<file path="config.mk">
export PLATFORM = sky130hd
export DESIGN_NAME = comment_stripper
export DESIGN_NICKNAME = d
export VERILOG_FILES = /design/src/rtl/cs_pkg.sv /design/src/rtl/cs_front.sv /design/src/rtl/cs_queue.sv /design/src/rtl/cs_back.sv /design/src/rtl/comment_stripper.sv
export SDC_FILE = /design/constraint.sdc
export NUM_CORES = 1
export LEC_CHECK = 0
export BUFFER_PORTS_ARGS = -buffer_cell sky130_fd_sc_hd__buf_4
export CAP_MARGIN = 0
export CORE_MARGIN = 5
export CORE_UTILIZATION = 55
export CTS_CLUSTER_SIZE = 28
export DETAILED_ROUTE_END_ITERATION = 10
export GPL_TIMING_DRIVEN = 1
export PLACE_DENSITY = 0.8
export SLEW_MARGIN = 20
export SYNTH_ARGS = -nofsm -noshare
export SYNTH_HDL_FRONTEND = slang
export SYNTH_SLANG_ARGS = --single-unit
</file>
<file path="constraint.sdc">
create_clock -name clk -period 3 [get_ports clk]
set_input_delay 0 -clock clk [delete_from_list [all_inputs] [get_ports clk]]
set_output_delay 0 -clock clk [all_outputs]
set_load 0.02 [all_outputs]
</file>
<file path="src/rtl/cs_pkg.sv">
// shared types and constants for the comment stripper
// scan modes, character codes and the front-to-back queue entry
// no dependencies
`default_nettype none

package cs_pkg;

  typedef enum logic [2:0] {
    MODE_NORMAL     = 3'd0,
    MODE_SLASH      = 3'd1,
    MODE_STR        = 3'd2,
    MODE_STR_BS     = 3'd3,
    MODE_BLOCK      = 3'd4,
    MODE_BLOCK_STAR = 3'd5,
    MODE_LINE       = 3'd6
  } mode_t;

  localparam logic [7:0] CH_QUOTE  = 8'h22;
  localparam logic [7:0] CH_BSLASH = 8'h5C;
  localparam logic [7:0] CH_NL     = 8'h0A;
  localparam logic [7:0] CH_SLASH  = 8'h2F;
  localparam logic [7:0] CH_STAR   = 8'h2A;
  localparam logic [7:0] CH_SPACE  = 8'h20;

  localparam int QDEPTH = 4;
  localparam int QPTR_W = $clog2(QDEPTH);

  // one accepted byte's worth of results; cnt is 1..3
  typedef struct packed {
    logic [2:0][7:0] chars;
    logic [1:0]      cnt;
    logic            char_valid;
    logic            text_done;
  } cs_entry_t;

endpackage

`default_nettype wire

</file>
<file path="src/rtl/cs_front.sv">
// front end: accepts text bytes, runs the scan mode machine and builds
// the list of result bytes for each transfer
// depends on cs_pkg
`default_nettype none

module cs_front (
  input  wire                logic      clk,
  input  wire                logic      rst,
  input  wire                logic      in_valid,
  input  wire                logic [7:0] in_char,
  input  wire                logic      text_end,
  output logic                          in_ready,
  output logic                          q_push,
  output cs_pkg::cs_entry_t             q_entry,
  input  wire                logic      q_full
);

  cs_pkg::mode_t   mode;
  cs_pkg::mode_t   mode_next;
  cs_pkg::mode_t   nb_mode;
  logic            nb_emit;
  logic [7:0]      nb_char;
  logic [2:0][7:0] chars;
  logic [1:0]      n;
  logic            accept;

  assign in_ready = !q_full;
  assign accept   = in_valid && in_ready;

  always_ff @(posedge clk) begin
    if (rst) begin
      mode <= cs_pkg::MODE_NORMAL;
    end else if (accept) begin
      mode <= mode_next;
    end
  end

  always_comb begin
    // what a byte does in normal mode
    nb_emit = 1'b1;
    nb_char = in_char;
    nb_mode = cs_pkg::MODE_NORMAL;
    if (in_char == cs_pkg::CH_QUOTE) begin
      nb_mode = cs_pkg::MODE_STR;
    end else if (in_char == cs_pkg::CH_SLASH) begin
      nb_emit = 1'b0;
      nb_mode = cs_pkg::MODE_SLASH;
    end else if (in_char == cs_pkg::CH_NL) begin
      nb_char = cs_pkg::CH_SPACE;
    end

    chars     = '0;
    n         = 2'd0;
    mode_next = mode;
    case (mode)
      cs_pkg::MODE_SLASH: begin
        if (in_char == cs_pkg::CH_STAR) begin
          mode_next = cs_pkg::MODE_BLOCK;
        end else if (in_char == cs_pkg::CH_SLASH) begin
          mode_next = cs_pkg::MODE_LINE;
        end else begin
          // pending slash goes out ahead of this byte
          chars[0]  = cs_pkg::CH_SLASH;
          chars[1]  = nb_emit ? nb_char : 8'h00;
          n         = nb_emit ? 2'd2 : 2'd1;
          mode_next = nb_mode;
        end
      end
      cs_pkg::MODE_STR: begin
        chars[0] = in_char;
        n        = 2'd1;
        if (in_char == cs_pkg::CH_QUOTE) begin
          mode_next = cs_pkg::MODE_NORMAL;
        end else if (in_char == cs_pkg::CH_BSLASH) begin
          mode_next = cs_pkg::MODE_STR_BS;
        end
      end
      cs_pkg::MODE_STR_BS: begin
        chars[0] = in_char;
        n        = 2'd1;
        if (in_char != cs_pkg::CH_BSLASH) begin
          mode_next = cs_pkg::MODE_STR;
        end
      end
      cs_pkg::MODE_BLOCK: begin
        if (in_char == cs_pkg::CH_STAR) begin
          mode_next = cs_pkg::MODE_BLOCK_STAR;
        end
      end
      cs_pkg::MODE_BLOCK_STAR: begin
        if (in_char == cs_pkg::CH_SLASH) begin
          mode_next = cs_pkg::MODE_NORMAL;
        end else if (in_char != cs_pkg::CH_STAR) begin
          mode_next = cs_pkg::MODE_BLOCK;
        end
      end
      cs_pkg::MODE_LINE: begin
        if (in_char == cs_pkg::CH_NL) begin
          chars[0]  = cs_pkg::CH_SPACE;
          n         = 2'd1;
          mode_next = cs_pkg::MODE_NORMAL;
        end
      end
      default: begin
        chars[0]  = nb_char;
        n         = {1'b0, nb_emit};
        mode_next = nb_mode;
      end
    endcase

    // end of text: flush a pending slash, close an open string
    if (text_end) begin
      if (mode_next == cs_pkg::MODE_SLASH) begin
        chars[n] = cs_pkg::CH_SLASH;
        n        = n + 2'd1;
      end else if (mode_next == cs_pkg::MODE_STR || mode_next == cs_pkg::MODE_STR_BS) begin
        chars[n] = cs_pkg::CH_QUOTE;
        n        = n + 2'd1;
      end
      mode_next = cs_pkg::MODE_NORMAL;
    end

    q_entry.chars      = chars;
    q_entry.cnt        = (n == 2'd0) ? 2'd1 : n;
    q_entry.char_valid = (n != 2'd0);
    q_entry.text_done  = text_end;
    q_push             = accept && ((n != 2'd0) || text_end);
  end

endmodule

`default_nettype wire

</file>
<file path="src/rtl/cs_queue.sv">
// short queue between the front end and the output serializer
// flip-flop storage, read at the head only
// depends on cs_pkg
`default_nettype none

module cs_queue (
  input  wire                logic clk,
  input  wire                logic rst,
  input  wire                logic push,
  input  cs_pkg::cs_entry_t        push_entry,
  output logic                     full,
  output logic                     nonempty,
  input  wire                logic pop,
  output cs_pkg::cs_entry_t        head
);

  cs_pkg::cs_entry_t             slots [cs_pkg::QDEPTH];
  logic [cs_pkg::QPTR_W-1:0]     wr_ptr;
  logic [cs_pkg::QPTR_W-1:0]     rd_ptr;
  logic [cs_pkg::QPTR_W:0]       count;

  assign full     = (count == (cs_pkg::QPTR_W+1)'(cs_pkg::QDEPTH));
  assign nonempty = (count != '0);
  assign head     = slots[rd_ptr];

  always_ff @(posedge clk) begin
    if (push) begin
      slots[wr_ptr] <= push_entry;
    end
  end

  always_ff @(posedge clk) begin
    if (rst) begin
      wr_ptr <= '0;
      rd_ptr <= '0;
      count  <= '0;
    end else begin
      if (push) begin
        wr_ptr <= wr_ptr + 1'b1;
      end
      if (pop) begin
        rd_ptr <= rd_ptr + 1'b1;
      end
      if (push && !pop) begin
        count <= count + 1'b1;
      end else if (pop && !push) begin
        count <= count - 1'b1;
      end
    end
  end

endmodule

`default_nettype wire

</file>
<file path="src/rtl/cs_back.sv">
// back end: walks the bytes of the head queue entry, one result per cycle
// unless out_ready holds it off, into the output register
// depends on cs_pkg
`default_nettype none

module cs_back (
  input  wire                logic       clk,
  input  wire                logic       rst,
  input  wire                logic       q_nonempty,
  input  cs_pkg::cs_entry_t              q_head,
  output logic                           q_pop,
  output logic                           out_valid,
  input  wire                logic       out_ready,
  output logic [7:0]                     out_char,
  output logic                           char_valid,
  output logic                           run_last,
  output logic                           text_done
);

  logic [1:0] idx;
  logic       load;
  logic       is_last;

  assign load    = q_nonempty && (!out_valid || out_ready);
  assign is_last = (idx == q_head.cnt - 2'd1);
  assign q_pop   = load && is_last;

  always_ff @(posedge clk) begin
    if (rst) begin
      out_valid <= 1'b0;
      idx       <= 2'd0;
    end else if (load) begin
      out_valid <= 1'b1;
      idx       <= is_last ? 2'd0 : idx + 2'd1;
    end else if (out_ready) begin
      out_valid <= 1'b0;
    end
  end

  always_ff @(posedge clk) begin
    if (load) begin
      out_char   <= q_head.chars[idx];
      char_valid <= q_head.char_valid;
      run_last   <= is_last;
      text_done  <= is_last && q_head.text_done;
    end
  end

endmodule

`default_nettype wire

</file>
<file path="src/rtl/comment_stripper.sv">
// Comment stripper: removes slash-star and double-slash comments from a byte
// stream, turns newlines outside strings into spaces and passes quoted strings
// unchanged. One input byte is taken per cycle while the 4-entry queue between
// the mode machine and the output serializer has room. Each byte yields zero to
// three output transfers; the serializer sends one per cycle while m_tready is
// high, and the queue absorbs the difference. An accepted byte's results are
// written into the queue, then into the output register. A byte flagged with
// tlast ends the text: a pending slash is sent, an open string gets a closing
// quote, and if nothing else comes out an empty marker (char_valid low) is sent,
// carrying tlast and text_done.
// depends on cs_pkg, cs_front, cs_queue, cs_back
`default_nettype none

module comment_stripper (
  input  wire logic       clk,
  input  wire logic       rst,
  input  wire logic       s_tvalid,
  output logic            s_tready,
  input  wire logic [7:0] s_tdata,   // [7:0] in_char
  input  wire logic       s_tlast,   // text_end
  output logic            m_tvalid,
  input  wire logic       m_tready,
  output logic [7:0]      m_tdata,   // [7:0] out_char
  output logic [1:0]      m_tuser,   // [0] char_valid, [1] text_done
  output logic            m_tlast    // run_last
);

  cs_pkg::cs_entry_t q_in;
  cs_pkg::cs_entry_t q_head;
  logic              q_push;
  logic              q_pop;
  logic              q_full;
  logic              q_nonempty;

  cs_front u_front (
    .clk      (clk),
    .rst      (rst),
    .in_valid (s_tvalid),
    .in_char  (s_tdata),
    .text_end (s_tlast),
    .in_ready (s_tready),
    .q_push   (q_push),
    .q_entry  (q_in),
    .q_full   (q_full)
  );

  cs_queue u_queue (
    .clk        (clk),
    .rst        (rst),
    .push       (q_push),
    .push_entry (q_in),
    .full       (q_full),
    .nonempty   (q_nonempty),
    .pop        (q_pop),
    .head       (q_head)
  );

  cs_back u_back (
    .clk        (clk),
    .rst        (rst),
    .q_nonempty (q_nonempty),
    .q_head     (q_head),
    .q_pop      (q_pop),
    .out_valid  (m_tvalid),
    .out_ready  (m_tready),
    .out_char   (m_tdata),
    .char_valid (m_tuser[0]),
    .run_last   (m_tlast),
    .text_done  (m_tuser[1])
  );

endmodule

`default_nettype wire

</file>
# Word-level counts from Yosys, hierarchy flattened
# Memories as Yosys holds them, arrays and structs flattened. A register that Yosys moved wholly into a read port is not among the register bits.
# Cells that the tools add are included.
# classes
eq_ne	18
n_lt_le_gt_ge	3
bitwise_logic	6
reduce_logical	22
add_sub_neg	7
mux	49
# op_table
op	n
24-bit two-way mux	3
8-bit two-way mux	7
3-bit two-way mux	13
16-bit two-way mux	2
8-bit one-hot mux with 4 select lines	1
8-bit by 6-bit == test with 1-bit output (second input constant)	3
2-bit two-way mux	10
12-bit by 18-bit AND with 18-bit output	1
18-bit NOT	1
3-bit one-hot mux with 6 select lines	1
8-bit binary-select mux with 2-bit select	1
8-bit demux with 2-bit select	1
10-bit by 15-bit bitwise OR with 15-bit output	1
3-bit by 2-bit == test with 1-bit output (second input constant)	4
3-bit == test (second input constant)	4
6-bit by 9-bit AND with 9-bit output	1
9-bit NOT	1
2-bit by 1-bit adder with 2-bit output (second input constant)	4
8-bit by 4-bit == test with 1-bit output (second input constant)	1
8-bit by 7-bit == test with 1-bit output (second input constant)	1
1-bit logical AND	8
1-bit two-way mux	8
8-bit by 6-bit inequality test with 1-bit output (second input constant)	1
8-bit by 7-bit inequality test with 1-bit output (second input constant)	1
16 further kinds	26
# word_totals
in_bits	13
n_memories	1
mem_bits_rw	112
register_bits	24
# memory_table
name	words	width	rd	rd_clocked_by_memory_dff	write_ports	line	text
u_queue.slots	4	28	1	1	1	cs_queue.sv:17	cs_pkg::cs_entry_t slots [cs_pkg::QDEPTH];

# Logic depth before layout (Yosys ltp)
# Gate-level depths: netlist of run 1.
# depth
ltp_word	18
depth_mapped	12
ltp_nobuf	11

# Cells and area by module
# A second synthesis of run 1 with hierarchy kept.
# hier_totals
hier_cells	386
hier_area_um2	6099.6
# modules_own_cells
mod	cells_each	seq_area_each_um2	n_inst	area_each_um2
cs_queue	190	3543.4	1	4520.6
cs_front	133	60.1	1	882.1
cs_back	63	390.4	1	696.9

# Worst setup path after synthesis of run 1
# OpenSTA, ideal clock, no wires.
# synth_timing
path_kind	reg-to-reg
startpoint	register u_front.mode[0]
endpoint	register u_queue.count[2] (netlist bit)
path_slack_ps	370
arrival_time_ps	2559
synth_period_minus_slack_ps	2630
stages_incl_launch_ff	12
setup_time_ps	71
cell_sequence	dfxtp_1 clkbuf_1 clkbuf_1 nand3_1 clkinv_1 o311a_4 ha_1 inv_1 fa_1 xor2_1 or3_1 a21oi_1
# synth_between
elab_chain_len	14
# synth_rtl
item	line	text
start, declared	cs_front.sv:18	cs_pkg::mode_t mode;
start signal, assigned	cs_front.sv:32	mode <= cs_pkg::MODE_NORMAL;
start signal, assigned	cs_front.sv:34	mode <= mode_next;
branches (longest 7 deep; another with 2-bit by 1-bit adder with 2-bit output)	n/a	
2-bit two-way mux (*)	cs_front.sv:112	if (text_end) begin
2-bit nonzero test (*)	cs_front.sv:127	q_push = accept && ((n != 2'd0) || text_end);
1-bit logical OR (*)	cs_front.sv:127	
1-bit logical AND (*)	cs_front.sv:127	
named net q_push	comment_stripper.sv:30	logic q_push;
1-bit zero test	cs_queue.sv:46	end else if (pop && !push) begin
1-bit logical AND	cs_queue.sv:46	
2-bit nonzero test (no line)	n/a	
end signal, assigned	cs_queue.sv:45	count <= count + 1'b1;
end signal, assigned	cs_queue.sv:47	count <= count - 1'b1;
end, declared	cs_queue.sv:20	logic [cs_pkg::QPTR_W:0] count;
# Mark *: on every way through the listed nets, which the timed path passes.
# A chain may end at the register's enable or synchronous reset.

# Worst setup path in the final report of run 1
# layout_timing
startpoint	input port s_tdata[4]
endpoint	register u_queue.count[2] (netlist bit)
# layout_between
elab_chain_len	17
# layout_rtl
item	line	text
start, declared	comment_stripper.sv:19	input wire logic [7:0] s_tdata,
8-bit by 6-bit == test with 1-bit output	cs_front.sv:45, cs_front.sv:59, cs_front.sv:91	
1-bit two-way mux	cs_front.sv:45	end else if (in_char == cs_pkg::CH_SLASH) begin
1-bit two-way mux or 3-bit two-way mux (tied branches)	cs_front.sv:43	if (in_char == cs_pkg::CH_QUOTE) begin
2-bit two-way mux or 3-bit two-way mux (tied branches)	cs_front.sv:65, cs_front.sv:59	
2-bit two-way mux or 3-bit two-way mux (tied branches)	cs_front.sv:59, cs_front.sv:57	
2-bit two-way mux or 3-bit one-hot mux with 6 select lines (tied branches)	cs_front.sv:57, cs_front.sv:55	
2-bit one-hot mux with 4 select lines or 3-bit by 2-bit == test with 1-bit output (tied branches)	cs_front.sv:55, cs_front.sv:116	
2-bit by 1-bit adder with 2-bit output or 1-bit logical OR (tied branches)	cs_front.sv:115, cs_front.sv:118, cs_front.sv:116	
[... 2 more ...]	n/a	
2-bit two-way mux (*)	cs_front.sv:112	
2-bit nonzero test (*)	cs_front.sv:127	
1-bit logical OR (*)	cs_front.sv:127	
1-bit logical AND (*)	cs_front.sv:127	
named net q_push	comment_stripper.sv:30	
1-bit zero test	cs_queue.sv:46	
1-bit logical AND	cs_queue.sv:46	
2-bit nonzero test (no line)	n/a	
# Mark *: on every way through the listed nets, which the timed path passes. The rest lies on a longest branch.

==> results of run 1 <==
## layout make-up
| type | count | area (um^2) | area share [%] |
|---|---|---|---|
| sequential | 114 | 3270 | 52.9 |
| multi-input combinational | 201 | 1700 | 27.5 |
| timing repair buffer | 53 | 428 | 6.91 |
| clock buffer | 19 | 422 | 6.81 |
| clock inverter | 13 | 190 | 3.07 |
| tap | 111 | 139 | 2.24 |
| inverter | 9 | 33.8 | 0.546 |
## critical path, delay by kind of cell
family                     cells  cell delay (ns)
adders and majority gates      2             0.40
buffers and inverters          3             0.76
xor gates and xnor gates       1             0.09
and+or+nand+nor                3             0.93
AOI/OAI and AO/OA              4             1.05
## power groups by stage
stage                     sequential [mW]  combinational, mW  clock (mW)
after floorplan                      2.21              0.766           0
after global placement               2.12               1.22           0
after detailed placement             2.13               1.25           0
after CTS                            2.11               1.29        2.10
after global routing                 2.13               1.38        2.19
final                                2.11               1.26        2.07
## metal layers
| layer | vias up | routed length [um] | track usage, % |
|---|---|---|---|
| li1 | 1427 | - | - |
| met1 | 1535 | 4390 | 27.2 |
| met2 | 117 | 5220 | 33.0 |
| met3 | 15 | 627 | 5.22 |
| met4 | 0 | 140 | 8.05 |
| met5 | - | 0 | 0 |
## worst paths after layout
path | from | endpoint | slack, ns
worst max-delay path | s_tdata[4] | u_queue.count[2] | 0.19
worst min-delay path | s_tdata[5] | u_queue.slots[2][9] | 0.13
worst max register to register | register | u_queue.count[2] | 0.27
worst min register to register | u_queue.wr_ptr[1] | u_queue.wr_ptr[1] | 0.52
## logic make-up (layout without fill, tap and decap cells)
group                      Yosys count  count (layout)  synth area share, %
buffers and inverters               27              94                 2.28
muxes                               39              39                 13.3
AOI/OAI and AO/OA                   46              46                 6.41
adders and majority gates            9               9                 2.36
DFF                                114             114                 64.3
xor gates and xnor gates             6               6                 1.03
and+or+nand+nor                    101             101                 10.3
## flip-flops by register name, indices dropped and copies added, names as in the netlist, named ones only
register	count
u_back.idx	2
u_back.text_done	1
u_queue.slots	88
u_queue.wr_ptr	2
u_back.out_valid	1
u_queue.count	3
u_front.mode	3
u_back.out_char	8
u_back.run_last	1
u_back.char_valid	1
u_queue.rd_ptr	2
## cells in the final DEF (no fill, tap or decap), types with 4 or more instances in the layout
cell type | synthesis | final
a21oi_1 | 15 | 15
and2_1 | 7 | 7
and3_1 | 8 | 8
buf_4 | 2 | 41
bufinv_16 | 0 | 5
clkbuf_16 | 0 | 16
clkinv_1 | 1 | 5
dfxtp_1 | 15 | 15
dlygate4sd3_1 | 0 | 12
edfxtp_1 | 99 | 99
ha_1 | 8 | 8
inv_1 | 8 | 8
mux2i_1 | 13 | 13
mux4_2 | 22 | 22
nand2_1 | 22 | 22
nand2b_1 | 5 | 5
nand3_1 | 6 | 6
nor2_1 | 29 | 29
nor3_1 | 7 | 7
o21ai_0 | 12 | 12
xor2_1 | 4 | 4
## metrics by stage
| stage | hold WS (ns) | utilization [%] | area [um^2] | setup slack [ns] |
|---|---|---|---|---|
| floorplan | 0.0691 | - | 5090 | 0.370 |
| global placement | 0.274 | 59.6 | 5460 | 0.377 |
| detailed placement | 0.283 | 59.6 | 5460 | 0.253 |
| CTS | 0.0905 | 67.6 | 6190 | 0.236 |
| global route | 0.118 | 67.6 | 6190 | 0.00226 |
| finish | 0.127 | 67.6 | 6190 | 0.191 |
==> summary.txt, run 1 <==
Timing
  • Final setup viols: 0
  • Max Fclk: 356 MHz
  • Slew Limit Fails: 0
  • Hold Vio Cnt, Final: 0
  • Clk_skew: 0.00752 ns
  • Final TNS setup: 0 ns
  • RSZ-0062 raised after global routing: false
  • Slew HR: between 50% and 60%
  • Worst-Margin Slew: about 0.66 ns
  • Final min period: ~2.8 ns
  • Final Cycle Share: between 90% and 100%

Synth
  • Seq/Total Area, Yosys: approximately 64%
  • Synth area leader: edfxtp_1
  • YS warnings: 0
  • Syn Std Cell Area: between 5000 and 6000 um^2
  • Mean Syn Cell Area: between 10 and 15 um^2
  • Share of the synthesized area in the top cell type: 58.4%
  • Number of unique standard cell types used by synthesis: 54
  • Syn nets: 364
  • Top post-synthesis cells by count: 99 x edfxtp_1, 29 x nor2_1, 22 x mux4_2, 22 x nand2_1
  • Synth Register Bits: about 110
  • Count leader, synth: edfxtp_1
  • Post-synth EDFFs: just under 100
  • Cells after Synth: about 340
  • Asr flop ratio synth: 0%
  • Ys flop type: edfxtp_1
  • Synth top area cells: edfxtp_1 58%, mux4_2 9.7%, dfxtp_1 5.9%

Drt
  • Via count: roughly 3.1k
  • Initial DRT Pass Iterations: 5
  • Post-DRT Antenna Nets: 0
  • Post-Route WL: 10,400 um
  • Vias per Instance: approximately 6.0
  • Drt wl/cell: around 20 um
  • Initial DRC count: around 240
  • Residual DRC count: 0

Worst setup path
  • Critical path arrival: ~3.3 ns
  • CP cell instances: dlygate4sd3_1 > buf_4 > nor4b_4 > and2_1 > o21ai_1 > a221o_2 > o311a_4 > ha_1 > inv_1 > fa_1 > xor2_1 > or3_1 > a21oi_1
  • Worst setup EP type: register
  • CP required: roughly 3.4 ns
  • Worst-path fanout max: 7
  • Critical path's largest stage delay: 0.53 ns
  • CP Class: in2reg
  • Worst r2r path cells: 10
  • Startpoint types: primary input
  • Slowest CP cell: dlygate4sd3_1

CTS
  • CTS root buf: clkbuf_8
  • Clk slew on worst S/H paths: roughly 0.05 ns
  • Htree depth: 4
  • # resized after CTS: 0
  • Clock latency on the worst-skew pair: roughly 0.50 ns
  • Post-cts hold buffer count: 12
  • Num CTS Buffers: 17
  • Num Clock Sinks: ~110
  • TritonCTS clock tree: done
  • Post-CTS Setup Bufs: 0
  • Clock buffer depth: 2

Die
  • Initial core utilization: 55.7%
  • Core Box Area: 9150 um^2
  • Die ar.: about 11,000 um^2
  • Die height: about 110 um
  • Chip width: around 110 um
  • Num ports: 26
  • Site Rows: 35

Power and ir drop
  • Internal power: around 4 mW
  • Worst VDD drop: 474 uV
  • Final Power: between 5 and 6 mW
  • Sequential Power Share: approximately 39%
  • Static leakage: about 2.2 nW
  • Pwr/cell area: a little under 900 nW/um^2
  • Sw Ratio: a little over a quarter
  • Switching pwr: about 1.4 mW
  • Clock power share: between 30% and 40%
  • Combinational Power Share: between 20% and 30%

Final layout
  • Layout area overhead: 21.5%
  • Ratio of cells with drive above 1 in the final layout: between 20% and 30%
  • Fillers: between 600 and 700
  • Fin cells: 520
  • N_diodes: 0
  • Nets: between 400 and 500

Worst hold path
  • Worst Hold Class: in2reg
  • Hold Path Depth: 4

Global route
  • Largest net degree at the start of global routing: 23
  • Initial antenna violation count: 0
  • Total grt overflow: 0
  • Vias in the first global route: roughly 3.2k
  • Overall Global Routing Usage: about a fifth
  • First-pass GRT wire length: ~17,000 um

Place
  • Port Buffers: 25
  • Dpl cells: 476
  • Detailed Place HPWL: approximately 6500 um
  • Final GP Congestion: ~0.98

Outcome
  • Status: finished clean

Job
  • Max Cap Viol: 0
Note: power is estimated with default switching activity, not from simulation.
==> run 2, diff against run 1 <==
--- a/config.mk
+++ b/config.mk
@@ -5,14 +5,14 @@
 export SDC_FILE = /design/constraint.sdc
 export NUM_CORES = 1
 export LEC_CHECK = 0
-export BUFFER_PORTS_ARGS = -buffer_cell sky130_fd_sc_hd__buf_4
 export CAP_MARGIN = 0
 export CORE_MARGIN = 5
 export CORE_UTILIZATION = 55
 export CTS_CLUSTER_SIZE = 28
 export DETAILED_ROUTE_END_ITERATION = 10
+export DONT_BUFFER_PORTS = 1
 export GPL_TIMING_DRIVEN = 1
-export PLACE_DENSITY = 0.8
+export PLACE_DENSITY = 0.77
 export SLEW_MARGIN = 20
 export SYNTH_ARGS = -nofsm -noshare
 export SYNTH_HDL_FRONTEND = slang
==> summary.txt, run 2 (synthesized netlist as in run 1, its figures left out) <==
Timing
  • Final TNS setup: 0 ns (unchanged)
  • Hold Vio Cnt, Final: 0 (unchanged)
  • Final min period: 2.73 ns (-0.0774 ns)
  • Clk_skew: 0.00815 ns (+0.000632 ns)
  • RSZ-0062 raised after global routing: false
  • Worst-Margin Slew: 0.626 ns (-0.0356 ns)
  • Hold WS: 0.0384 ns (-0.0889 ns)
  • Slew Limit Fails: 0 (unchanged)
  • Max Fclk: 366 MHz (+2.8%)
  • Slew HR: 57.8% (+2.2 points)
  • Final setup viols: 0 (unchanged)
  • Final Cycle Share: 91.0% (-2.6 points)
  • Final worst slack: 0.269 ns (+0.0774 ns)

Global route
  • Met2 Usage GRT: 31.1% (-1.9 points)
  • Total grt overflow: 0 (unchanged)
  • GRT Max-Usage Layer: met2
  • First-pass GRT wire length: 16,200 um (-6.2%)
  • Overall Global Routing Usage: 19.5% (-1.1 points)
  • Initial antenna violation count: 1 (+1)
  • Vias in the first global route: 3,035 (-4.7%)
  • M1 GR Usage: 25.3% (-1.8 points)
  • Met3 Use GR: 6.38% (+1.2 points)
  • Largest net degree at the start of global routing: 23 (unchanged)

CTS
  • Clock buffer depth: 2 (unchanged)
  • CTS root buf: clkbuf_8
  • Clk slew on worst S/H paths: 0.05 ns (about the same)
  • Htree depth: 4 (unchanged)
  • Num Clock Sinks: 114 (unchanged)
  • Num CTS Buffers: 17 (unchanged)
  • TritonCTS clock tree: done
  • # resized after CTS: 0 (unchanged)
  • Clock latency on the worst-skew pair: 0.51 ns (about the same)

Die
  • Initial core utilization: 55.7% (unchanged)
  • Chip width: 106 um (unchanged)
  • Num ports: 26 (unchanged)
  • Site Rows: 35 (unchanged)
  • Die ar.: 11,300 um^2 (unchanged)
  • Die height: 106 um (unchanged)
  • Core Box Area: 9150 um^2 (unchanged)

Place
  • Detailed Place HPWL: 6160 um (-5.9%)
  • Final GP Congestion: 0.929 (-5.3%)
  • Port Buffers: 0 (-100%)
  • Place WS: 0.279 ns (+0.0262 ns)

Drt
  • Vias per Instance: 6.01 (+1.0%)
  • Drt wl/cell: 20.0 um (+0.14%)
  • Via count: 2,964 (-4.2%)
  • Post-DRT Antenna Nets: 0 (unchanged)
  • Initial DRC count: 217 (-10%)
  • Initial DRT Pass Iterations: 5 (unchanged)
  • Post-Route WL: 9840 um (-5.1%)
  • Residual DRC count: 0 (unchanged)

Final layout
  • Layout area overhead: 16.3%
  • Most common cell after layout, fill and taps aside: edfxtp_1
  • Max reg flops: 88 (unchanged)
  • Ratio of cells with drive above 1 in the final layout: 19.9% (-4.7 points)
  • Biggest regs: u_queue.slots: 88 flops, u_back.out_char: 8 flops
  • Top reg by flops: u_queue.slots
  • Fillers: 625 (+2.5%)
  • Most frequent cells in the layout: 99 x edfxtp_1, 29 x nor2_1, 22 x nand2_1, 22 x mux4_2, 16 x clkbuf_16
  • Nets: 391 (-6.5%)
  • Multi-input gate area: 1710 um^2 (+0.15%)
  • Register area: 3270 um^2 (unchanged)
  • Final core utilization: 64.7% (-2.9 points)

Worst setup path
  • Critical path arrival: 3.17 ns (-0.08 ns)
  • R2R Path End: u_queue.count[2]
  • RR Startpoint: u_front.mode[0]
  • Worst-path fanout max: 17 (+10)
  • CP Class: reg2reg
  • Startpoint types: register
  • R2r setup slk: 0.27 ns (about the same)
  • Worst setup EP type: register
  • CP required: 3.44 ns (about the same)
  • Worst r2r path cells: 10 (unchanged)

Power and ir drop
  • Worst VDD drop: 504 uV (+6.2%)
  • Internal power: 3.65 mW (-9.0%)
  • Pwr/cell area: 847 nW/um^2 (-3.6%)
  • Clock power share: 36.1% (-2.0 points)
  • Combinational Power Share: 19.8% (-3.4 points)
  • Switching pwr: 1.37 mW (-4.2%)
  • Final Power: 5.02 mW (-7.8%)
  • Sequential Power Share: 44.1% (+5.4 points)
  • Static leakage: 2.05 nW (-7.2%)
  • Sw Ratio: 27.3% (+1.0 points)

Worst hold path
  • Worst Hold Class: in2reg
  • Hold Startpoint: s_tdata[7]
  • Hold Path Depth: 5 (+1)
  • WHS Endpoint: u_front.mode[0]

Job
  • Max Cap Viol: 0 (unchanged)

Outcome
  • Status: finished clean
## run 2: worst max path at each step
stage | startpoint | to | slack (ns) | cells past startpoint
final | u_front.mode[0] | u_queue.count[2] | 0.27 | 10
after global routing | u_front.mode[0] | u_queue.count[2] | 0.07 | 10
after CTS | u_front.mode[0] | u_queue.slots[3][13] | 0.27 | 5
after detailed placement | u_front.mode[0] | u_queue.slots[3][21] | 0.28 | 5
after global placement | u_front.mode[0] | u_queue.count[2] | 0.37 | 10
after floorplan | u_front.mode[0] | u_queue.count[2] | 0.37 | 11
## run 2: layer usage
layer  part of all wire, %  routed length, um
met5                     0                  0
met4                   1.2                123
met3                   5.8                567
met2                    50               4890
met1                    43               4260
## run 2: power by group through the flow
stage               registers, mW  clock network, mW  logic [mW]
floorplan                    2.21                  0       0.766
global route                 2.23               1.93        1.11
global placement             2.23                  0       0.953
CTS                          2.22               1.83        1.01
finish                       2.21               1.81       0.996
detailed placement           2.24                  0       0.972
## run 2: what timing repair did
item / 4_1_cts / 5_1_grt
hold buffers: 14 / 0
buffers inserted: 0 / 0
setup endpoints to repair: 0 / 0
endpoints found under the hold margin: 83 / 0
## run 2: area by class of cell
cell class / instances / share of cell area [%]
multi-input cells: 201 / 28.8
flip-flops and latches: 114 / 55.3
diodes: 1 / 0.0422
clock inverters: 13 / 2.03
inverters: 9 / 0.570
clock buffers: 18 / 7.06
well taps: 111 / 2.34
repair buffers: 26 / 3.89
## run 2: through the flow
step	instances	instance area, um^2
final	493	5920
after floorplan	342	5090
after global routing	493	5920
after global placement	447	5240
after detailed placement	447	5240
after CTS	492	5920
## run 2: worst max-delay path: stages (launching register included)
cell and delay [ns]:
dfxtp_1 0.61, inv_1 0.19, o21ai_1 0.18, a221o_2 0.23
o311a_4 0.22, ha_1 0.18, inv_1 0.06, fa_1 0.37
xor2_1 0.18, or3_1 0.30, a21oi_1 0.14
==> run 3, diff against run 2 <==
==> constraint.sdc (replaced) <==
create_clock -name clk -period 3 [get_ports clk]
set_input_delay 0.3 -clock clk [delete_from_list [all_inputs] [get_ports clk]]
set_output_delay 0.3 -clock clk [all_outputs]
set_load 0.02 [all_outputs]
==> summary.txt, run 3 (synthesized netlist as in run 1, its figures left out) <==
Timing
  • Final min period: 2.79 ns (+0.0606 ns)
  • Clk_skew: 0.00820 ns (+0.0000471 ns)
  • Slew HR: 58.2% (+0.41 points)
  • Worst-Margin Slew: 0.623 ns (-0.00329 ns)
  • Final setup viols: 0 (unchanged)
  • Final TNS setup: 0 ns (unchanged)
  • Final Cycle Share: 93.1% (+2.0 points)
  • Final worst slack: 0.208 ns (-0.0606 ns)
  • RSZ-0062 raised after global routing: false
  • Hold WS: 0.0231 ns (-0.0153 ns)
  • Hold Vio Cnt, Final: 0 (unchanged)
  • Slew Limit Fails: 0 (unchanged)
  • Max Fclk: 358 MHz (-2.2%)

CTS
  • CTS root buf: clkbuf_8
  • Clock latency on the worst-skew pair: 0.52 ns (about the same)
  • Num CTS Buffers: 17 (unchanged)
  • TritonCTS clock tree: done
  • Clock buffer depth: 2 (unchanged)
  • Htree depth: 4 (unchanged)
  • Clk slew on worst S/H paths: 0.06 ns (about the same)
  • Post-CTS Setup Bufs: 0 (unchanged)
  • Num Clock Sinks: 114 (unchanged)

Drt
  • Via count: 2,929 (-1.2%)
  • Post-Route WL: 9820 um (-0.19%)
  • Initial DRC count: 209 (-3.7%)
  • Initial DRT Pass Iterations: 5 (unchanged)
  • Drt wl/cell: 20.3 um (+1.9%)
  • Residual DRC count: 0 (unchanged)
  • Vias per Instance: 6.06 (+0.87%)
  • Post-DRT Antenna Nets: 0 (unchanged)

Place
  • Dpl cells: 449 (+0.45%)
  • Detailed Place HPWL: 6160 um (about the same)
  • Port Buffers: 0 (unchanged)
  • Placed instance area: 5260 um^2 (+0.29%)
  • Place WS: 0.144 ns (-0.135 ns)
  • Final GP Congestion: 0.916 (-1.3%)

Final layout
  • Final Cell Area: 5870 um^2 (-0.87%)
  • Most frequent cells in the layout: 99 x edfxtp_1, 29 x nor2_1, 22 x nand2_1, 22 x mux4_2, 16 x clkbuf_16
  • Ratio of cells with drive above 1 in the final layout: 20.4% (+0.48 points)
  • Layout area overhead: 15.3%
  • Most common cell after layout, fill and taps aside: edfxtp_1
  • Fillers: 620 (-0.80%)
  • Final core utilization: 64.2% (-0.56 points)
  • N_diodes: 0 (-1)
  • Biggest regs: u_queue.slots: 88 flops, u_back.out_char: 8 flops
  • Top reg by flops: u_queue.slots
  • Max reg flops: 88 (unchanged)
  • Nets: 382 (-2.3%)
  • Fin cells: 483 (-2.0%)

Worst setup path
  • CP cell instances: mux4_2 > xnor2_1 > mux2i_1 > nand2_1 > ha_1 > inv_1 > fa_1 > xor2_1 > or3_1 > a21oi_1
  • CP Class: reg2reg
  • Critical path's top delay family: multiplexers
  • Critical path's largest stage delay: 0.54 ns (-0.07 ns)
  • Critical path arrival: 3.24 ns (+0.07 ns)
  • Slowest CP cell: mux4_2
  • CP required: 3.44 ns (about the same)
  • Worst-path fanout max: 4 (-13)
  • R2r setup slk: 0.21 ns (-0.06 ns)
  • R2R Path End: u_queue.count[2]
  • Worst r2r path cells: 10 (unchanged)
  • Critical path buffers and inverters: 1 (-1)
  • Startpoint types: register
  • Worst setup EP type: register

Global route
  • Overall Global Routing Usage: 19.1% (-0.39 points)
  • Vias in the first global route: 3,060 (+0.82%)
  • Largest net degree at the start of global routing: 23 (unchanged)
  • First-pass GRT wire length: 16,100 um (-0.73%)
  • Initial antenna violation count: 0 (-1)
  • Total grt overflow: 0 (unchanged)

Die
  • Num ports: 26 (unchanged)
  • Site Rows: 35 (unchanged)
  • Die height: 106 um (unchanged)
  • Initial core utilization: 55.7% (unchanged)
  • Chip width: 106 um (unchanged)
  • Die ar.: 11,300 um^2 (unchanged)
  • Core Box Area: 9150 um^2 (unchanged)

Power and ir drop
  • Worst VDD drop: 376 uV (-25%)
  • Pwr/cell area: 884 nW/um^2 (+4.3%)
  • Static leakage: 2.04 nW (-0.63%)
  • Final Power: 5.19 mW (+3.4%)

Outcome
  • Status: finished clean

Worst hold path
  • Hold Path Depth: 2 (-3)
  • Worst Hold Class: in2reg
  • Hold Startpoint: rst
  • WHS Endpoint: u_queue.wr_ptr[0]

Job
  • Max Cap Viol: 0 (unchanged)
-- run 3: cell count changes in the layout (fill, tap and decap cells not counted) --
cell,change
diode_2,-1
clkbuf_1,+1
bufinv_16,+2
clkinvlp_4,-2
clkinv_4,+1
buf_4,+2
and2_1,+2
clkinv_2,-1
clkinv_1,-1
dlygate4sd3_1,-11
and2_2,-2
-- run 3: worst reg2reg max path: stages, from the launching register on --
cell,delay (ns)
dfxtp_1,0.43
mux4_2,0.54
xnor2_1,0.19
mux2i_1,0.14
nand2_1,0.15
ha_1,0.20
inv_1,0.06
fa_1,0.38
xor2_1,0.18
or3_1,0.31
a21oi_1,0.14
-- run 3: worst max path at each step --
stage	cells after the start	slack (ns)	endpoint	from
after floorplan	11	0.09	u_queue.count[2]	s_tdata[3]
after global placement	11	0.22	u_queue.count[2]	s_tdata[4]
after detailed placement	11	0.14	u_queue.count[2]	s_tdata[4]
after CTS	10	0.18	u_queue.count[2]	register
after global routing	10	0.03	u_queue.count[2]	register
final	10	0.21	u_queue.count[2]	register
-- run 3: repair_timing --
item                                   4_1_cts  5_1_grt
gates resized for setup                      0        0
hold buffers                                 3        0
endpoints found under the hold margin       18        0
-- run 3: layout make-up --
| type | count | area [um^2] | share of cell area (%) |
|---|---|---|---|
| timing repair buffer | 17 | 135 | 2.30 |
| tap | 111 | 139 | 2.37 |
| inverter | 9 | 33.8 | 0.575 |
| clock inverter | 12 | 165 | 2.81 |
| sequential | 114 | 3270 | 55.7 |
| multi-input combinational | 201 | 1700 | 29.0 |
| clock buffer | 19 | 422 | 7.18 |
-- run 3: per-layer routing --
metal	vias up	global-route usage, %	routed length [um]
li1	1349	-	-
met3	15	5.95	689
met1	1444	24.2	4090
met5	-	0	0
met2	121	30.7	4900
met4	0	8.05	145
-- run 3: report_power, final --
part / switching, mW / leakage, nW / total (mW) / internal, mW
combinational: 0.524 / 0.725 / 0.977 / 0.453
sequential: 0.200 / 1.03 / 2.22 / 2.02
clock: 0.666 / 0.289 / 2.00 / 1.33
total: 1.39 / 2.04 / 5.19 / 3.80
